**config.mk**
```make
export PLATFORM = sky130hd
export DESIGN_NAME = info_frame_receiver_ack_gen_unit
export DESIGN_NICKNAME = d
export VERILOG_FILES = /design/src/ifrag_pkg.sv /design/src/ifrag_front.sv /design/src/ifrag_queue.sv /design/src/ifrag_back.sv /design/src/info_frame_receiver_ack_gen_unit.sv
export VERILOG_INCLUDE_DIRS = /design/src /design/src/src
export SDC_FILE = /design/constraint.sdc
export NUM_CORES = 1
export LEC_CHECK = 0
export ABC_AREA = 1
export BUFFER_PORTS_ARGS = -buffer_cell sky130_fd_sc_hd__clkbuf_2
export CAP_MARGIN = 20
export CORE_ASPECT_RATIO = 0.75
export CORE_UTILIZATION = 40
export CTS_CLUSTER_SIZE = 14
export DETAILED_ROUTE_END_ITERATION = 10
export PLACE_DENSITY = 0.61
export SLEW_MARGIN = 20
export SYNTH_ARGS = -nofsm -noshare
export SYNTH_HDL_FRONTEND = slang
export SYNTH_SLANG_ARGS = --single-unit
```
**constraint.sdc**
```tcl
create_clock -name clk -period 3.6 [get_ports clk]
set_input_delay 0.18 -clock clk [delete_from_list [all_inputs] [get_ports clk]]
set_output_delay 0.18 -clock clk [all_outputs]
set_load 0.05 [all_outputs]
```
**src/assert_macros.svh**
```systemverilog
// Assertion macros shared by the receiver RTL.
// Included by the modules that check their own logic; no other dependencies.
`ifndef ASSERT_MACROS_SVH
`define ASSERT_MACROS_SVH

`ifndef SYNTHESIS
`define ASSERT_CHK(label, clk, rst_n, prop) \
	label: assert property (@(posedge clk) disable iff (!rst_n) prop) \
		else $error("assertion failed");
`define ASSERT_NEVER(label, clk, rst_n, expr) \
	label: assert property (@(posedge clk) disable iff (!rst_n) !(expr)) \
		else $error("forbidden condition seen");
`else
`define ASSERT_CHK(label, clk, rst_n, prop)
`define ASSERT_NEVER(label, clk, rst_n, expr)
`endif

`endif

```
**src/ifrag_pkg.sv**
```systemverilog
// Types and constants of the information frame receiver.
// Used by every module of the block; depends on nothing.
package ifrag_pkg;

	localparam int unsigned CFG_IDX_W = 3;

	localparam logic [CFG_IDX_W-1:0] CFG_FLAG      = 3'd0;
	localparam logic [CFG_IDX_W-1:0] CFG_ESCAPE    = 3'd1;
	localparam logic [CFG_IDX_W-1:0] CFG_FLAG_SUB  = 3'd2;
	localparam logic [CFG_IDX_W-1:0] CFG_ESC_SUB   = 3'd3;
	localparam logic [CFG_IDX_W-1:0] CFG_ADDRESS   = 3'd4;
	localparam logic [CFG_IDX_W-1:0] CFG_CTRL_ZERO = 3'd5;
	localparam logic [CFG_IDX_W-1:0] CFG_CTRL_ONE  = 3'd6;

	localparam logic [7:0] RST_FLAG      = 8'h7E;
	localparam logic [7:0] RST_ESCAPE    = 8'h7D;
	localparam logic [7:0] RST_FLAG_SUB  = 8'h5E;
	localparam logic [7:0] RST_ESC_SUB   = 8'h5D;
	localparam logic [7:0] RST_ADDRESS   = 8'h03;
	localparam logic [7:0] RST_CTRL_ZERO = 8'h00;
	localparam logic [7:0] RST_CTRL_ONE  = 8'h40;

	localparam logic KIND_PAYLOAD = 1'b0;
	localparam logic KIND_VERDICT = 1'b1;

	localparam logic RESP_RR  = 1'b0;
	localparam logic RESP_REJ = 1'b1;

	typedef struct packed {
		logic [7:0] flag_byte;
		logic [7:0] escape_byte;
		logic [7:0] flag_substitute;
		logic [7:0] escape_substitute;
		logic [7:0] sender_address;
		logic [7:0] info_control_zero;
		logic [7:0] info_control_one;
	} cfg_t;

	// Classified word passed from the front to the back
	typedef struct packed {
		logic       close;
		logic [7:0] data;
		logic       seq;
	} tok_t;

	typedef struct packed {
		logic       kind;
		logic [7:0] payload;
		logic       seq;
		logic       ok;
		logic       resp_kind;
		logic       resp_seq;
		logic       deliver;
	} out_item_t;

endpackage

```
**src/ifrag_front.sv**
```systemverilog
// Front end: frame hunt, header check and destuffing of received bytes.
// Depends on ifrag_pkg and assert_macros.svh; feeds ifrag_queue.
`include "assert_macros.svh"

module ifrag_front (
	input  logic              clk,
	input  logic              arst_n,
	input  ifrag_pkg::cfg_t   cfg,
	input  logic              byte_accept,
	input  logic [7:0]        byte_in,
	output logic              push_valid,
	output ifrag_pkg::tok_t   push_tok
);

	localparam logic [2:0] HS_WAIT = 3'd0;
	localparam logic [2:0] HS_FLAG = 3'd1;
	localparam logic [2:0] HS_ADDR = 3'd2;
	localparam logic [2:0] HS_CTRL = 3'd3;
	localparam logic [2:0] HS_DATA = 3'd4;

	logic [2:0] hs_q, hs_d;
	logic       esc_q, esc_d;
	logic       seq_q, seq_d;
	logic       push_c;
	logic [7:0] tok_data_c;
	logic       tok_close_c;
	logic [7:0] ctrl_c;

	assign ctrl_c = seq_q ? cfg.info_control_one : cfg.info_control_zero;

	always_comb begin
		hs_d        = hs_q;
		esc_d       = esc_q;
		seq_d       = seq_q;
		push_c      = 1'b0;
		tok_close_c = 1'b0;
		tok_data_c  = byte_in;
		unique case (hs_q)
			HS_FLAG: begin
				if (byte_in == cfg.sender_address) hs_d = HS_ADDR;
				else if (byte_in != cfg.flag_byte) hs_d = HS_WAIT;
			end
			HS_ADDR: begin
				priority if (byte_in == cfg.info_control_zero) begin
					seq_d = 1'b0;
					hs_d  = HS_CTRL;
				end else if (byte_in == cfg.info_control_one) begin
					seq_d = 1'b1;
					hs_d  = HS_CTRL;
				end else if (byte_in == cfg.flag_byte) begin
					hs_d = HS_FLAG;
				end else begin
					hs_d = HS_WAIT;
				end
			end
			HS_CTRL: begin
				priority if ((cfg.sender_address ^ ctrl_c) == byte_in) begin
					esc_d = 1'b0;
					hs_d  = HS_DATA;
				end else if (byte_in == cfg.flag_byte) begin
					hs_d = HS_FLAG;
				end else begin
					hs_d = HS_WAIT;
				end
			end
			HS_DATA: begin
				priority if (byte_in == cfg.flag_byte) begin
					push_c      = 1'b1;
					tok_close_c = 1'b1;
					esc_d       = 1'b0;
					hs_d        = HS_WAIT;
				end else if (esc_q) begin
					esc_d = 1'b0;
					// restore stuffed byte; drop an invalid pair
					if (byte_in == cfg.flag_substitute) begin
						push_c     = 1'b1;
						tok_data_c = cfg.flag_byte;
					end else if (byte_in == cfg.escape_substitute) begin
						push_c     = 1'b1;
						tok_data_c = cfg.escape_byte;
					end
				end else if (byte_in == cfg.escape_byte) begin
					esc_d = 1'b1;
				end else begin
					push_c = 1'b1;
				end
			end
			default: begin
				if (byte_in == cfg.flag_byte) hs_d = HS_FLAG;
				else hs_d = HS_WAIT;
			end
		endcase
	end

	assign push_valid     = byte_accept && push_c;
	assign push_tok.close = tok_close_c;
	assign push_tok.data  = tok_data_c;
	assign push_tok.seq   = seq_q;

	always_ff @(posedge clk or negedge arst_n) begin
		if (!arst_n) begin
			hs_q  <= HS_WAIT;
			esc_q <= 1'b0;
			seq_q <= 1'b0;
		end else if (byte_accept) begin
			hs_q  <= hs_d;
			esc_q <= esc_d;
			seq_q <= seq_d;
		end
	end

	`ASSERT_CHK(a_close_to_wait, clk, arst_n, (push_valid && push_tok.close) |=> (hs_q == HS_WAIT))
	`ASSERT_NEVER(a_push_outside_data, clk, arst_n, push_valid && (hs_q != HS_DATA))
	`ASSERT_NEVER(a_escape_outside_data, clk, arst_n, esc_q && (hs_q != HS_DATA))

endmodule

```
**src/ifrag_queue.sv**
```systemverilog
// Short word queue between the front end and the back end.
// Depends on ifrag_pkg and assert_macros.svh.
`include "assert_macros.svh"

module ifrag_queue #(
	parameter int unsigned DEPTH = 4
) (
	input  logic              clk,
	input  logic              arst_n,
	input  logic              push,
	input  ifrag_pkg::tok_t   push_tok,
	output logic              full,
	input  logic              pop,
	output logic              head_valid,
	output ifrag_pkg::tok_t   head_tok
);

	localparam int unsigned PTR_W = (DEPTH > 1) ? $clog2(DEPTH) : 1;
	localparam int unsigned CNT_W = $clog2(DEPTH + 1);

	ifrag_pkg::tok_t   slot_q [DEPTH];
	logic [PTR_W-1:0]  wr_ptr_q, rd_ptr_q;
	logic [CNT_W-1:0]  count_q;
	logic              do_push, do_pop;

	assign full       = (count_q == CNT_W'(DEPTH));
	assign head_valid = (count_q != '0);
	assign head_tok   = slot_q[rd_ptr_q];
	assign do_push    = push && !full;
	assign do_pop     = pop && head_valid;

	always_ff @(posedge clk) begin
		if (do_push) slot_q[wr_ptr_q] <= push_tok;
	end

	always_ff @(posedge clk or negedge arst_n) begin
		if (!arst_n) begin
			wr_ptr_q <= '0;
			rd_ptr_q <= '0;
			count_q  <= '0;
		end else begin
			if (do_push) begin
				wr_ptr_q <= (wr_ptr_q == PTR_W'(DEPTH - 1)) ? '0 : wr_ptr_q + 1'b1;
			end
			if (do_pop) begin
				rd_ptr_q <= (rd_ptr_q == PTR_W'(DEPTH - 1)) ? '0 : rd_ptr_q + 1'b1;
			end
			if (do_push && !do_pop) count_q <= count_q + 1'b1;
			else if (do_pop && !do_push) count_q <= count_q - 1'b1;
		end
	end

	`ASSERT_NEVER(a_count_bound, clk, arst_n, count_q > CNT_W'(DEPTH))
	`ASSERT_CHK(a_empty_holds, clk, arst_n, (count_q == '0 && !push) |=> (count_q == '0))
	`ASSERT_NEVER(a_push_lost, clk, arst_n, push && full)

endmodule

```
**src/ifrag_back.sv**
```systemverilog
// Back end: one-byte hold-back, block check XOR, verdict and output register.
// Depends on ifrag_pkg and assert_macros.svh; drained from ifrag_queue.
`include "assert_macros.svh"

module ifrag_back (
	input  logic                  clk,
	input  logic                  arst_n,
	input  logic                  tok_valid,
	input  ifrag_pkg::tok_t       tok,
	output logic                  tok_pop,
	output logic                  out_valid,
	input  logic                  out_stall,
	output ifrag_pkg::out_item_t  out_item
);

	logic [7:0]            held_q;
	logic                  held_valid_q;
	logic [7:0]            xor_q;
	logic                  exp_seq_q;
	logic                  out_valid_q;
	ifrag_pkg::out_item_t  out_q;

	logic                  slot_free;
	logic                  emit_c;
	logic                  ok_c, expected_c, rej_c, deliver_c;
	ifrag_pkg::out_item_t  item_c;

	assign slot_free = !out_valid_q || !out_stall;
	assign tok_pop   = tok_valid && slot_free;

	assign ok_c       = held_valid_q && (xor_q == held_q);
	assign expected_c = (tok.seq == exp_seq_q);
	assign rej_c      = !ok_c && expected_c;
	assign deliver_c  = ok_c && expected_c;
	assign emit_c     = tok.close || held_valid_q;

	always_comb begin
		if (tok.close) begin
			item_c.kind      = ifrag_pkg::KIND_VERDICT;
			item_c.payload   = 8'h00;
			item_c.seq       = tok.seq;
			item_c.ok        = ok_c;
			item_c.resp_kind = rej_c ? ifrag_pkg::RESP_REJ : ifrag_pkg::RESP_RR;
			item_c.resp_seq  = rej_c ? tok.seq : !tok.seq;
			item_c.deliver   = deliver_c;
		end else begin
			item_c.kind      = ifrag_pkg::KIND_PAYLOAD;
			item_c.payload   = held_q;
			item_c.seq       = tok.seq;
			item_c.ok        = 1'b0;
			item_c.resp_kind = ifrag_pkg::RESP_RR;
			item_c.resp_seq  = 1'b0;
			item_c.deliver   = 1'b0;
		end
	end

	always_ff @(posedge clk or negedge arst_n) begin
		if (!arst_n) begin
			held_q       <= '0;
			held_valid_q <= 1'b0;
			xor_q        <= '0;
			exp_seq_q    <= 1'b0;
			out_valid_q  <= 1'b0;
		end else begin
			if (tok_pop) begin
				if (tok.close) begin
					held_q       <= '0;
					held_valid_q <= 1'b0;
					xor_q        <= '0;
					if (deliver_c) exp_seq_q <= !exp_seq_q;
				end else begin
					if (held_valid_q) xor_q <= xor_q ^ held_q;
					held_q       <= tok.data;
					held_valid_q <= 1'b1;
				end
			end
			if (slot_free) out_valid_q <= tok_pop && emit_c;
		end
	end

	always_ff @(posedge clk) begin
		if (tok_pop && emit_c) out_q <= item_c;
	end

	assign out_valid = out_valid_q;
	assign out_item  = out_q;

	`ASSERT_CHK(a_close_clears, clk, arst_n, (tok_pop && tok.close) |=> !held_valid_q)
	`ASSERT_CHK(a_verdict_shown, clk, arst_n, (tok_pop && tok.close) |=> out_valid_q)
	`ASSERT_NEVER(a_deliver_needs_ok, clk, arst_n, out_valid_q && out_q.deliver && !out_q.ok)

endmodule

```
**src/info_frame_receiver_ack_gen_unit.sv**
```systemverilog
// Top level of the information frame receiver with acknowledge generation.
// Depends on ifrag_pkg, ifrag_front, ifrag_queue and ifrag_back.
//
//   channel  direction  handshake            payload
//   rx       in         rx_valid/rx_stall    rx_byte
//   out      out        out_valid/out_stall  out_kind .. deliver
//   cfg      in         cfg_wr_en            cfg_index, cfg_data
//
// One received byte is taken every cycle while the word queue has room.
// Each word is registered in the word queue, then in the back end's output register.
// Reset (arst_n low) returns the hunt to waiting for a flag, empties the queue
// and restores the register defaults.
// out_stall holds the output register; rx_stall rises only once the queue is full.
module info_frame_receiver_ack_gen_unit #(
	parameter int unsigned QUEUE_DEPTH = 4
) (
	input  logic                              clk,
	input  logic                              arst_n,
	input  logic                              rx_valid,
	output logic                              rx_stall,
	input  logic [7:0]                        rx_byte,
	output logic                              out_valid,
	input  logic                              out_stall,
	output logic                              out_kind,
	output logic [7:0]                        payload_byte,
	output logic                              frame_seq,
	output logic                              check_ok,
	output logic                              response_kind,
	output logic                              response_seq,
	output logic                              deliver,
	input  logic                              cfg_wr_en,
	input  logic [ifrag_pkg::CFG_IDX_W-1:0]   cfg_index,
	input  logic [7:0]                        cfg_data
);

	ifrag_pkg::cfg_t       cfg_q;
	logic                  rx_accept;
	logic                  push_valid;
	ifrag_pkg::tok_t       push_tok;
	logic                  q_full;
	logic                  head_valid;
	ifrag_pkg::tok_t       head_tok;
	logic                  head_pop;
	ifrag_pkg::out_item_t  out_item;

	always_ff @(posedge clk or negedge arst_n) begin
		if (!arst_n) begin
			cfg_q.flag_byte         <= ifrag_pkg::RST_FLAG;
			cfg_q.escape_byte       <= ifrag_pkg::RST_ESCAPE;
			cfg_q.flag_substitute   <= ifrag_pkg::RST_FLAG_SUB;
			cfg_q.escape_substitute <= ifrag_pkg::RST_ESC_SUB;
			cfg_q.sender_address    <= ifrag_pkg::RST_ADDRESS;
			cfg_q.info_control_zero <= ifrag_pkg::RST_CTRL_ZERO;
			cfg_q.info_control_one  <= ifrag_pkg::RST_CTRL_ONE;
		end else if (cfg_wr_en) begin
			unique case (cfg_index)
				ifrag_pkg::CFG_FLAG:      cfg_q.flag_byte         <= cfg_data;
				ifrag_pkg::CFG_ESCAPE:    cfg_q.escape_byte       <= cfg_data;
				ifrag_pkg::CFG_FLAG_SUB:  cfg_q.flag_substitute   <= cfg_data;
				ifrag_pkg::CFG_ESC_SUB:   cfg_q.escape_substitute <= cfg_data;
				ifrag_pkg::CFG_ADDRESS:   cfg_q.sender_address    <= cfg_data;
				ifrag_pkg::CFG_CTRL_ZERO: cfg_q.info_control_zero <= cfg_data;
				ifrag_pkg::CFG_CTRL_ONE:  cfg_q.info_control_one  <= cfg_data;
				default: ;
			endcase
		end
	end

	assign rx_stall  = q_full;
	assign rx_accept = rx_valid && !q_full;

	ifrag_front u_front (
		.clk         (clk),
		.arst_n      (arst_n),
		.cfg         (cfg_q),
		.byte_accept (rx_accept),
		.byte_in     (rx_byte),
		.push_valid  (push_valid),
		.push_tok    (push_tok)
	);

	ifrag_queue #(
		.DEPTH (QUEUE_DEPTH)
	) u_queue (
		.clk        (clk),
		.arst_n     (arst_n),
		.push       (push_valid),
		.push_tok   (push_tok),
		.full       (q_full),
		.pop        (head_pop),
		.head_valid (head_valid),
		.head_tok   (head_tok)
	);

	ifrag_back u_back (
		.clk       (clk),
		.arst_n    (arst_n),
		.tok_valid (head_valid),
		.tok       (head_tok),
		.tok_pop   (head_pop),
		.out_valid (out_valid),
		.out_stall (out_stall),
		.out_item  (out_item)
	);

	assign out_kind      = out_item.kind;
	assign payload_byte  = out_item.payload;
	assign frame_seq     = out_item.seq;
	assign check_ok      = out_item.ok;
	assign response_kind = out_item.resp_kind;
	assign response_seq  = out_item.resp_seq;
	assign deliver       = out_item.deliver;

endmodule

```
==> impl_metrics.csv, run 1 <==
group,metric,value,unit
grt,grt_max_degree,77,
detailed_routing,antenna_left,0,
critical_path,crit_arrival,3.02,ns
detailed_routing,wire_per_inst,14.4,um
critical_path,crit_chain,"or2_2 > a21oi_1 > nand2_1 > nor2_2 > inv_4 > nand3_1 > nand2_2 > inv_1 > ha_1 > inv_1 > fa_1 > a21oi_1 > o21ai_0 > xor2_1",
critical_path,path_class,"flop to flop",
critical_path,critPathMaxStageDelay,0.44,ns
timing,finalCritPeriodShare,0.757,
timing,fin_setup_tns,0,ns
floorplanning,initial_core_util,0.417,
grt,overflow,0,
logic_synthesis,synthCells,843,
floorplanning,fp-row-count,41,
timing,tightest_slew,0.995,ns
pwr,leakagePower,3.74,nW
critical_path,cp_max_fo,17,
grt,grt_pass1_wl,27.0,mm
timing,setup_violations,0,
timing,slew_headroom,0.337,
floorplanning,fp.dieH,118,um
logic_synthesis,syn_nets,874,
pwr,irDropWorstVdd,0.000347,V
floorplanning,core,0.0171,mm2
clock_network,cts_tree,"built",
logic_synthesis,synth.avg_cell_area,8.48,um2
clock_network,cts-root-buf,"clkbuf_16",
critical_path,required,3.90,ns
critical_path,critical_path.startpoint,"cfg_q[38]",
critical_path,cp_top_family,"simple AND/OR/NAND/NOR gates",
hold_path,hold_path.class,"input port to flop",
pwr,clkPwrFrac,0.300,
logic_synthesis,synth-main-ff-cell,"dfrtp_1",
detailed_routing,drtIter0Drc,438,
pwr,fin_total_pwr,5.86,mW
logic_synthesis,ys_ff_latch,141,
clock_network,cts_resized,0,
critical_path,timing.rr.start,"cfg_q[38]",
logic_synthesis,synth_edf_count,54,
placement,io_buffer_count,39,
timing,finalHoldViolations,0,
critical_path,crit_slowest_cell,"fa_1",
pwr,p_seq_frac,0.392,
logic_synthesis,synth_area,0.00715,mm2
timing,fin_hold_ws,0.0181,ns
critical_path,path_buf_inv,3,
status,status,"complete, no violations",
clock_network,htree_levels,4,
placement,hpwl,11.5,mm
pwr,sw_frac_of_total,0.381,
detailed_routing,wl,16.3,mm
timing,fin_skew,0.0105,ns
grt,antenna_found_initial,0,
floorplanning,io_pins,40,
finish,utilization,0.475,
clock_network,clock-sinks,141,
clock_network,clk_pin_slew_worst_paths,0.07,ns
finish,fillers,1662,
clock_network,numCtsBuffers,17,
floorplanning,die_area,0.0184,mm2
detailed_routing,route.detailed.drc,0,
pwr,p_per_area,720,mW/mm2
pwr,power_switching,2.23,mW
clock_network,insertion_delay,0.42,ns
floorplanning,die_w,156,um
critical_path,cp-end-kind,"flop",
detailed_routing,routed-via-count,5497,
finish,nets,913,
finish,syn_to_final_growth,13.8,%
detailed_routing,viasPerCell,4.86,
finish,insertedDiodeCount,0,
detailed_routing,dr.pass1.iters,5,
critical_path,start_kind,"flop",
placement,gp_congestion,0.876,
finish,layout-drive-gt1-share,0.146,
run,cap_violations,0,
logic_synthesis,ys_async_sr_fraction,0.617,
logic_synthesis,yosysWarnings,0,
grt,grt_pass1_vias,5119,
pwr,intPower,3.63,mW
logic_synthesis,yosysUniqueCellTypes,38,
hold_path,hold_path.startpoint,"out_stall",
logic_synthesis,seq_area_frac_synth,0.536,
timing,max_clock_freq,367,MHz
timing,drv_slew,0,
clock_network,cts_buffer_depth,2,
pwr,comb_power_share,0.308,
timing,rsz0062_at_grt,"false",
timing,layout_min_cycle_time,2.72,ns
grt,grt.total_usage,0.193,
what timing repair did:
item	CTS	global route
endpoints found under the hold margin	55	0
hold buffers	1	0
buffers inserted	0	0
per-layer routing:
layer	vias up	wire length [um]	track usage
met1	2572	8610	0.299
met3	19	858	0.0464
met2	108	6650	0.263
met5	-	0	0
met4	0	216	0.0582
li1	2798	-	-
final timing paths:
path	to	slack, ns	cells past startpoint
max	u_queue.count_q[2]	0.88	14
min	u_back.out_valid	0.02	3
max reg2reg	u_queue.count_q[2]	0.88	14
min reg2reg	u_front.esc_q	0.48	2
max in group asynchronous	cfg_q[49]	2.28	3
min in group asynchronous	cfg_q[22]	0.47	2
final cells by class:
class                           count  area (um2)  area share
Sequential cell                   141        3830       0.471
Multi-Input combinational cell    583        2790       0.343
Clock buffer                       17         425      0.0523
Inverter                           89         344      0.0423
Tap cell                          236         295      0.0363
Timing Repair Buffer               50         283      0.0348
Clock inverter                     15         169      0.0208
power by group through the flow:
stage / Combinational (mW) / Clock, mW / Sequential (mW)
5_1_grt: 2.02 / 1.85 / 2.34
3_5_place_dp: 1.81 / 0 / 2.32
4_1_cts: 1.82 / 1.79 / 2.30
3_3_place_gp: 1.79 / 0 / 2.32
2_1_floorplan: 1.07 / 0 / 2.59
6_report: 1.81 / 1.76 / 2.30
worst register-to-register path, delay by kind of cell, from the launching register on:
kind	cells	cell delay (ns)
and+or+nand+nor	5	0.85
adders and majority gates	2	0.58
AOI/OAI and AO/OA	3	0.39
DFF	1	0.37
buffers and inverters	3	0.27
xor gates and xnor gates	1	0.15
stage by stage:
step	setup slack (ns)	instance area, um2	instances
4_1_cts	0.866	8140	1131
3_5_place_dp	0.794	7530	1098
6_report	0.876	8140	1131
5_1_grt	0.601	8140	1131
2_1_floorplan	1.18	7150	843
3_3_place_gp	0.887	7530	1098
cells in the final DEF (no fill, tap or decap), types with 5 or more instances in the layout:
master / count
o21ai_0: 110
buf_4: 11
ha_1: 6
nand3_1: 19
xor2_1: 13
inv_1: 84
a21oi_1: 5
dfstp_2: 25
dfrtp_1: 62
inv_6: 6
edfxtp_1: 54
clkbuf_16: 17
clkbuf_2: 38
o22ai_1: 8
nand2_1: 290
xnor2_1: 20
nor2_2: 6
nand4_1: 11
a32o_1: 6
nor2_1: 59
flip-flops by register name (all words and copies together) (netlist names), 2 cells and up:
signal and cells:
u_queue.wr_ptr_q 2, u_back.held_q 8, u_front.hs_q 3, u_queue.slot_q 40, u_back.out_item 14, u_queue.count_q 3, cfg_q 56, u_back.xor_q 8
u_queue.rd_ptr_q 2
cell usage after synthesis, types with 7 or more instances:
cell / count / area share
o21ai_0: 110 / 0.077
nand3_1: 19 / 0.013
nand2_1: 290 / 0.15
nor2_1: 59 / 0.031
xor2_1: 13 / 0.016
buf_6: 7 / 0.011
inv_1: 84 / 0.044
edfxtp_1: 54 / 0.23
nand4_1: 11 / 0.0096
xnor2_1: 20 / 0.025
dfrtp_1: 62 / 0.22
dfstp_2: 25 / 0.092
o22ai_1: 8 / 0.0070
clkbuf_1: 14 / 0.0074
cell families after synthesis:
group	synth area share
simple gates	0.229
flops	0.536
compound gates	0.106
buf+inv	0.0739
xor+xnor	0.0404
fa+ha+maj	0.0133
mux	0.00158
(Power assumes the default switching activity.)
==> run 2: changes to the inputs <==
Clock period 3.6 ns to 2.6 ns, I/O delays scaled along.
==> impl_metrics.csv, run 2 (synthesis results as in run 1) <==
group,metric,value,unit
status,status,"complete, no violations",
finish,multi_input_area,0.00282,mm2
grt,grt.total_usage,0.200,
clock_network,numCtsBuffers,17,
pwr,fin_total_pwr,8.21,mW
timing,rsz0062_at_grt,"false",
finish,layout-drive-gt1-share,0.164,
finish,syn_to_final_growth,16.2,%
critical_path,path_buf_inv,3,
floorplanning,fp.dieH,118,um
timing,fin_setup_tns,0,ns
critical_path,crit_arrival,2.74,ns
timing,tightest_slew,0.598,ns
detailed_routing,viasPerCell,4.86,
detailed_routing,wire_per_inst,14.7,um
grt,grt_pass1_vias,5240,
critical_path,required,2.90,ns
floorplanning,fp-row-count,41,
detailed_routing,route.detailed.drc,0,
critical_path,cp-end-kind,"flop",
timing,slew_headroom,0.600,
timing,layout_min_cycle_time,2.44,ns
clock_network,postCtsSetupBuffers,0,
detailed_routing,wl,16.8,mm
critical_path,crit_slowest_cell,"dfstp_2",
critical_path,cp_top_family,"simple AND/OR/NAND/NOR gates",
finish,nets,929,
placement,io_buffer_count,39,
critical_path,path_class,"flop to flop",
finish,insertedDiodeCount,0,
run,cap_violations,0,
detailed_routing,drtIter0Drc,416,
critical_path,cp_max_fo,3,
clock_network,clk_pin_slew_worst_paths,0.06,ns
critical_path,crit_chain,"inv_1 > nand2_1 > nand2_1 > nor2_1 > nand3_1 > nor2_2 > a21oi_4 > nand2_2 > inv_1 > ha_1 > inv_1 > fa_2 > mux2_2",
timing,max_clock_freq,410,MHz
pwr,leakagePower,3.82,nW
critical_path,start_kind,"flop",
timing,finalCritPeriodShare,0.939,
clock_network,cts_buffer_depth,2,
floorplanning,die_w,156,um
critical_path,timing.critical_path.mode_cell,"inv_1",
finish,seq_area,0.00383,mm2
clock_network,clock-sinks,141,
floorplanning,io_pins,40,
finish,fillers,1657,
pwr,p_per_area,989,mW/mm2
placement,hpwl,12.2,mm
detailed_routing,antenna_left,0,
critical_path,critPathMaxStageDelay,0.55,ns
detailed_routing,routed-via-count,5574,
hold_path,hold_path.class,"input port to flop",
timing,finalHoldViolations,0,
timing,fin_skew,0.00962,ns
floorplanning,die_area,0.0184,mm2
placement,gp_congestion,0.847,
clock_network,insertion_delay,0.42,ns
grt,antenna_found_initial,0,
timing,setup_violations,0,
finish,final_cell_mix,"nand2_1, o21ai_0, inv_1, dfrtp_1, nor2_1",
timing,drv_slew,0,
clock_network,htree_levels,4,
grt,grt_pass1_wl,27.9,mm
clock_network,cts-root-buf,"clkbuf_16",
clock_network,cts_tree,"built",
finish,largest_reg_flops,56,
finish,regMostFlops,"cfg_q",
floorplanning,initial_core_util,0.417,
grt,overflow,0,
grt,grt_max_degree,56,
detailed_routing,dr.pass1.iters,5,
finish,layout.cells.most_common,"nand2_1",
floorplanning,core,0.0171,mm2
pwr,irDropWorstVdd,0.000506,V
==> run 2: cell count changes in the layout (fill, tap and decap cells not counted), sizes merged <==
cell,previous run,this run
buf,11,26
clkbuf,55,57
inv,99,97
dlygate4sd3,1,2
==> run 2: cell type report <==
type                    count  share of cell area
inverters                  89              0.0414
clock inverters            13              0.0173
well taps                 236              0.0355
multi-input cells         583               0.340
repair buffers             66              0.0503
flip-flops and latches    141               0.461
clock buffers              19              0.0547
==> run 2: worst paths after layout <==
path | start | end | slack, ns | cells past startpoint
min reg2reg | u_front.esc_q | u_front.esc_q | 0.48 | 2
max in group asynchronous | arst_n | cfg_q[43] | 1.69 | 3
min in group asynchronous | arst_n | cfg_q[12] | 0.19 | 2
min | cfg_data[5] | cfg_q[53] | 0.08 | 3
max | cfg_q[43] | u_queue.count_q[1] | 0.16 | 13
max reg2reg | cfg_q[43] | u_queue.count_q[1] | 0.16 | 13
==> run 2: layer usage <==
| layer | part of all wire | track usage | up-vias | wire length [um] |
|---|---|---|---|---|
| li1 | - | - | 2821 | - |
| met1 | 0.52 | 0.307 | 2624 | 8820 |
| met2 | 0.42 | 0.275 | 115 | 7000 |
| met3 | 0.049 | 0.0457 | 14 | 831 |
| met4 | 0.010 | 0.0600 | 0 | 176 |
| met5 | 0 | 0 | - | 0 |
==> run 2: worst min-delay path, stage by stage <==
cell	delay, ns
clkbuf_2	0.08
inv_1	0.16
o21ai_0	0.12
==> run 2: repair_timing <==
item,CTS,global route
hold buffers,2,0
endpoints found under the setup margin,0,2
endpoints found under the hold margin,33,0
resized for setup,0,10
==> run 2: power by group <==
part / switching [mW] / internal, mW
sequential: 0.315 / 2.88
clock: 1.03 / 1.41
combinational: 1.73 / 0.839
total: 3.08 / 5.13
==> run 2: through the flow <==
stage                      util  setup WS [ns]  cell area (um2)  hold WS, ns  instances
after floorplan               -          0.177             7150       -0.166        843
after global placement    0.447         0.0837             7660        0.112       1113
after detailed placement  0.447         0.0616             7660        0.116       1113
after CTS                 0.483         0.0494             8270       0.0755       1147
after global routing      0.485         0.0136             8310        0.109       1147
final                     0.485          0.158             8310       0.0792       1147
==> run 3: changes to the inputs <==
Clock period 2.6 ns to 2.4 ns, I/O delays scaled along.
==> impl_metrics.csv, run 3 (synthesis results as in run 1) <==
group,metric,value,unit
status,status,"complete, no violations",
pwr,leakagePower,3.97,nW
timing,finalHoldViolations,0,
critical_path,reg2reg_to,"u_queue.count_q[1]",
finish,layout-drive-gt1-share,0.206,
finish,nets,953,
grt,grt_pass1_wl,28.1,mm
critical_path,crit_slowest_cell,"dfstp_2",
finish,utilization,0.501,
pwr,irDropWorstVdd,0.000508,V
clock_network,cts_buffer_depth,2,
floorplanning,io_pins,40,
timing,tightest_slew,0.633,ns
finish,final_cell_mix,"nand2_1, o21ai_0, inv_1, dfrtp_1, nor2_1",
detailed_routing,routed-via-count,5736,
grt,grt_max_degree,49,
critical_path,required,2.71,ns
critical_path,worst-r2r-setup-slack,0.02,ns
finish,finish.instance_area,0.00858,mm2
placement,place_ws,-0.102,ns
timing,finalCritPeriodShare,0.992,
hold_path,whs_endpoint,"cfg_q[6]",
detailed_routing,dr.pass1.iters,4,
hold_path,hold_path.startpoint,"cfg_data[6]",
floorplanning,die_area,0.0184,mm2
grt,antenna_found_initial,0,
timing,setup_violations,0,
finish,fillers,1661,
timing,rsz0062_at_grt,"true",
clock_network,clk_pin_slew_worst_paths,0.06,ns
placement,gp_congestion,0.884,
placement,place_area,0.00784,mm2
pwr,p_per_area,1060,mW/mm2
grt,grt_pass1_vias,5318,
critical_path,crit_arrival,2.69,ns
floorplanning,die_w,156,um
run,cap_violations,0,
detailed_routing,wire_per_inst,14.7,um
detailed_routing,route.detailed.drc,0,
clock_network,clock-sinks,141,
pwr,fin_total_pwr,9.06,mW
timing,fin_skew,0.0121,ns
floorplanning,core,0.0171,mm2
placement,io_buffer_count,39,
detailed_routing,viasPerCell,4.90,
clock_network,numCtsBuffers,17,
timing,drv_slew,0,
critical_path,timing.rr.start,"cfg_q[45]",
floorplanning,fp.dieH,118,um
timing,setup_ws,0.0200,ns
critical_path,critPathMaxStageDelay,0.54,ns
timing,slew_headroom,0.577,
detailed_routing,wl,17.3,mm
timing,fin_setup_tns,0,ns
detailed_routing,drtIter0Drc,493,
clock_network,cts-root-buf,"clkbuf_16",
detailed_routing,antenna_left,0,
clock_network,insertion_delay,0.43,ns
placement,hpwl,12.2,mm
finish,insertedDiodeCount,0,
finish,regMostFlops,"cfg_q",
grt,grt.total_usage,0.201,
critical_path,path_class,"flop to flop",
timing,layout_min_cycle_time,2.38,ns
critical_path,cp-end-kind,"flop",
hold_path,hold_path.class,"input port to flop",
critical_path,r2r_cells,14,
finish,syn_to_final_growth,20.1,%
critical_path,start_kind,"flop",
finish,layout.cells.most_common,"nand2_1",
critical_path,cp_max_fo,3,
finish,seq_area,0.00383,mm2
hold_path,min_path_cells,3,
finish,multi_input_area,0.00291,mm2
floorplanning,fp-row-count,41,
timing,max_clock_freq,420,MHz
grt,overflow,0,
clock_network,htree_levels,4,
clock_network,cts_tree,"built",
critical_path,crit_chain,"inv_1 > nand2_1 > nand2_1 > nor2_1 > nand3_2 > nor2_1 > buf_4 > a21oi_4 > nand2_2 > inv_2 > ha_4 > inv_4 > fa_2 > mux2_4",
floorplanning,initial_core_util,0.417,
finish,largest_reg_flops,56,
## run 3: worst max path at each step
stage	startpoint	to	cells past startpoint
2_1_floorplan	cfg_q[33]	u_queue.count_q[2]	14
3_3_place_gp	cfg_q[33]	u_queue.count_q[2]	14
3_5_place_dp	cfg_q[33]	u_queue.count_q[2]	14
4_1_cts	cfg_q[36]	u_queue.count_q[2]	15
5_1_grt	cfg_q[45]	u_queue.count_q[1]	14
6_report	cfg_q[45]	u_queue.count_q[1]	14
## run 3: final cells by class
type                    instances  area share
multi-input cells             583       0.340
clock inverters                15      0.0187
well taps                     236      0.0344
flip-flops and latches        141       0.446
inverters                      89      0.0404
repair buffers                 90      0.0711
clock buffers                  17      0.0496
## run 3: worst max-delay path, delay by kind of cell (launching register included)
kind                     cells  cell delay [ns]
AO/OA/AOI/OAI                1             0.05
adder cells (fa/ha/maj)      2             0.58
buffers and inverters        4             0.28
flip-flops                   1             0.54
multiplexers                 1             0.28
AND/OR/NAND/NOR              6             0.52
## run 3: per-stage QoR
step | std cells | hold WS [ns]
5_1_grt | 1171 | 0.0712
6_report | 1171 | 0.0547
4_1_cts | 1167 | 0.0505
3_5_place_dp | 1133 | 0.148
2_1_floorplan | 843 | -0.176
3_3_place_gp | 1133 | 0.147
## run 3: repair_timing
item	4_1_cts	5_1_grt
hold endpoints to repair	31	0
buffers inserted	0	4
hold buffers	2	0
resized for setup	4	24
setup endpoints to repair	2	2
pin swaps	2	15
## run 3: power breakdown
group,switching [mW],internal [mW]
Sequential,0.329,3.12
Combinational,1.96,1.04
Clock,1.21,1.40
Total,3.50,5.56
## run 3: layer usage
layer,wire length [um],global-route usage,vias to the layer above
li1,-,-,2875
met1,8950,0.302,2729
met2,7330,0.287,122
met3,844,0.0468,10
met4,144,0.0545,0
met5,0,0,-
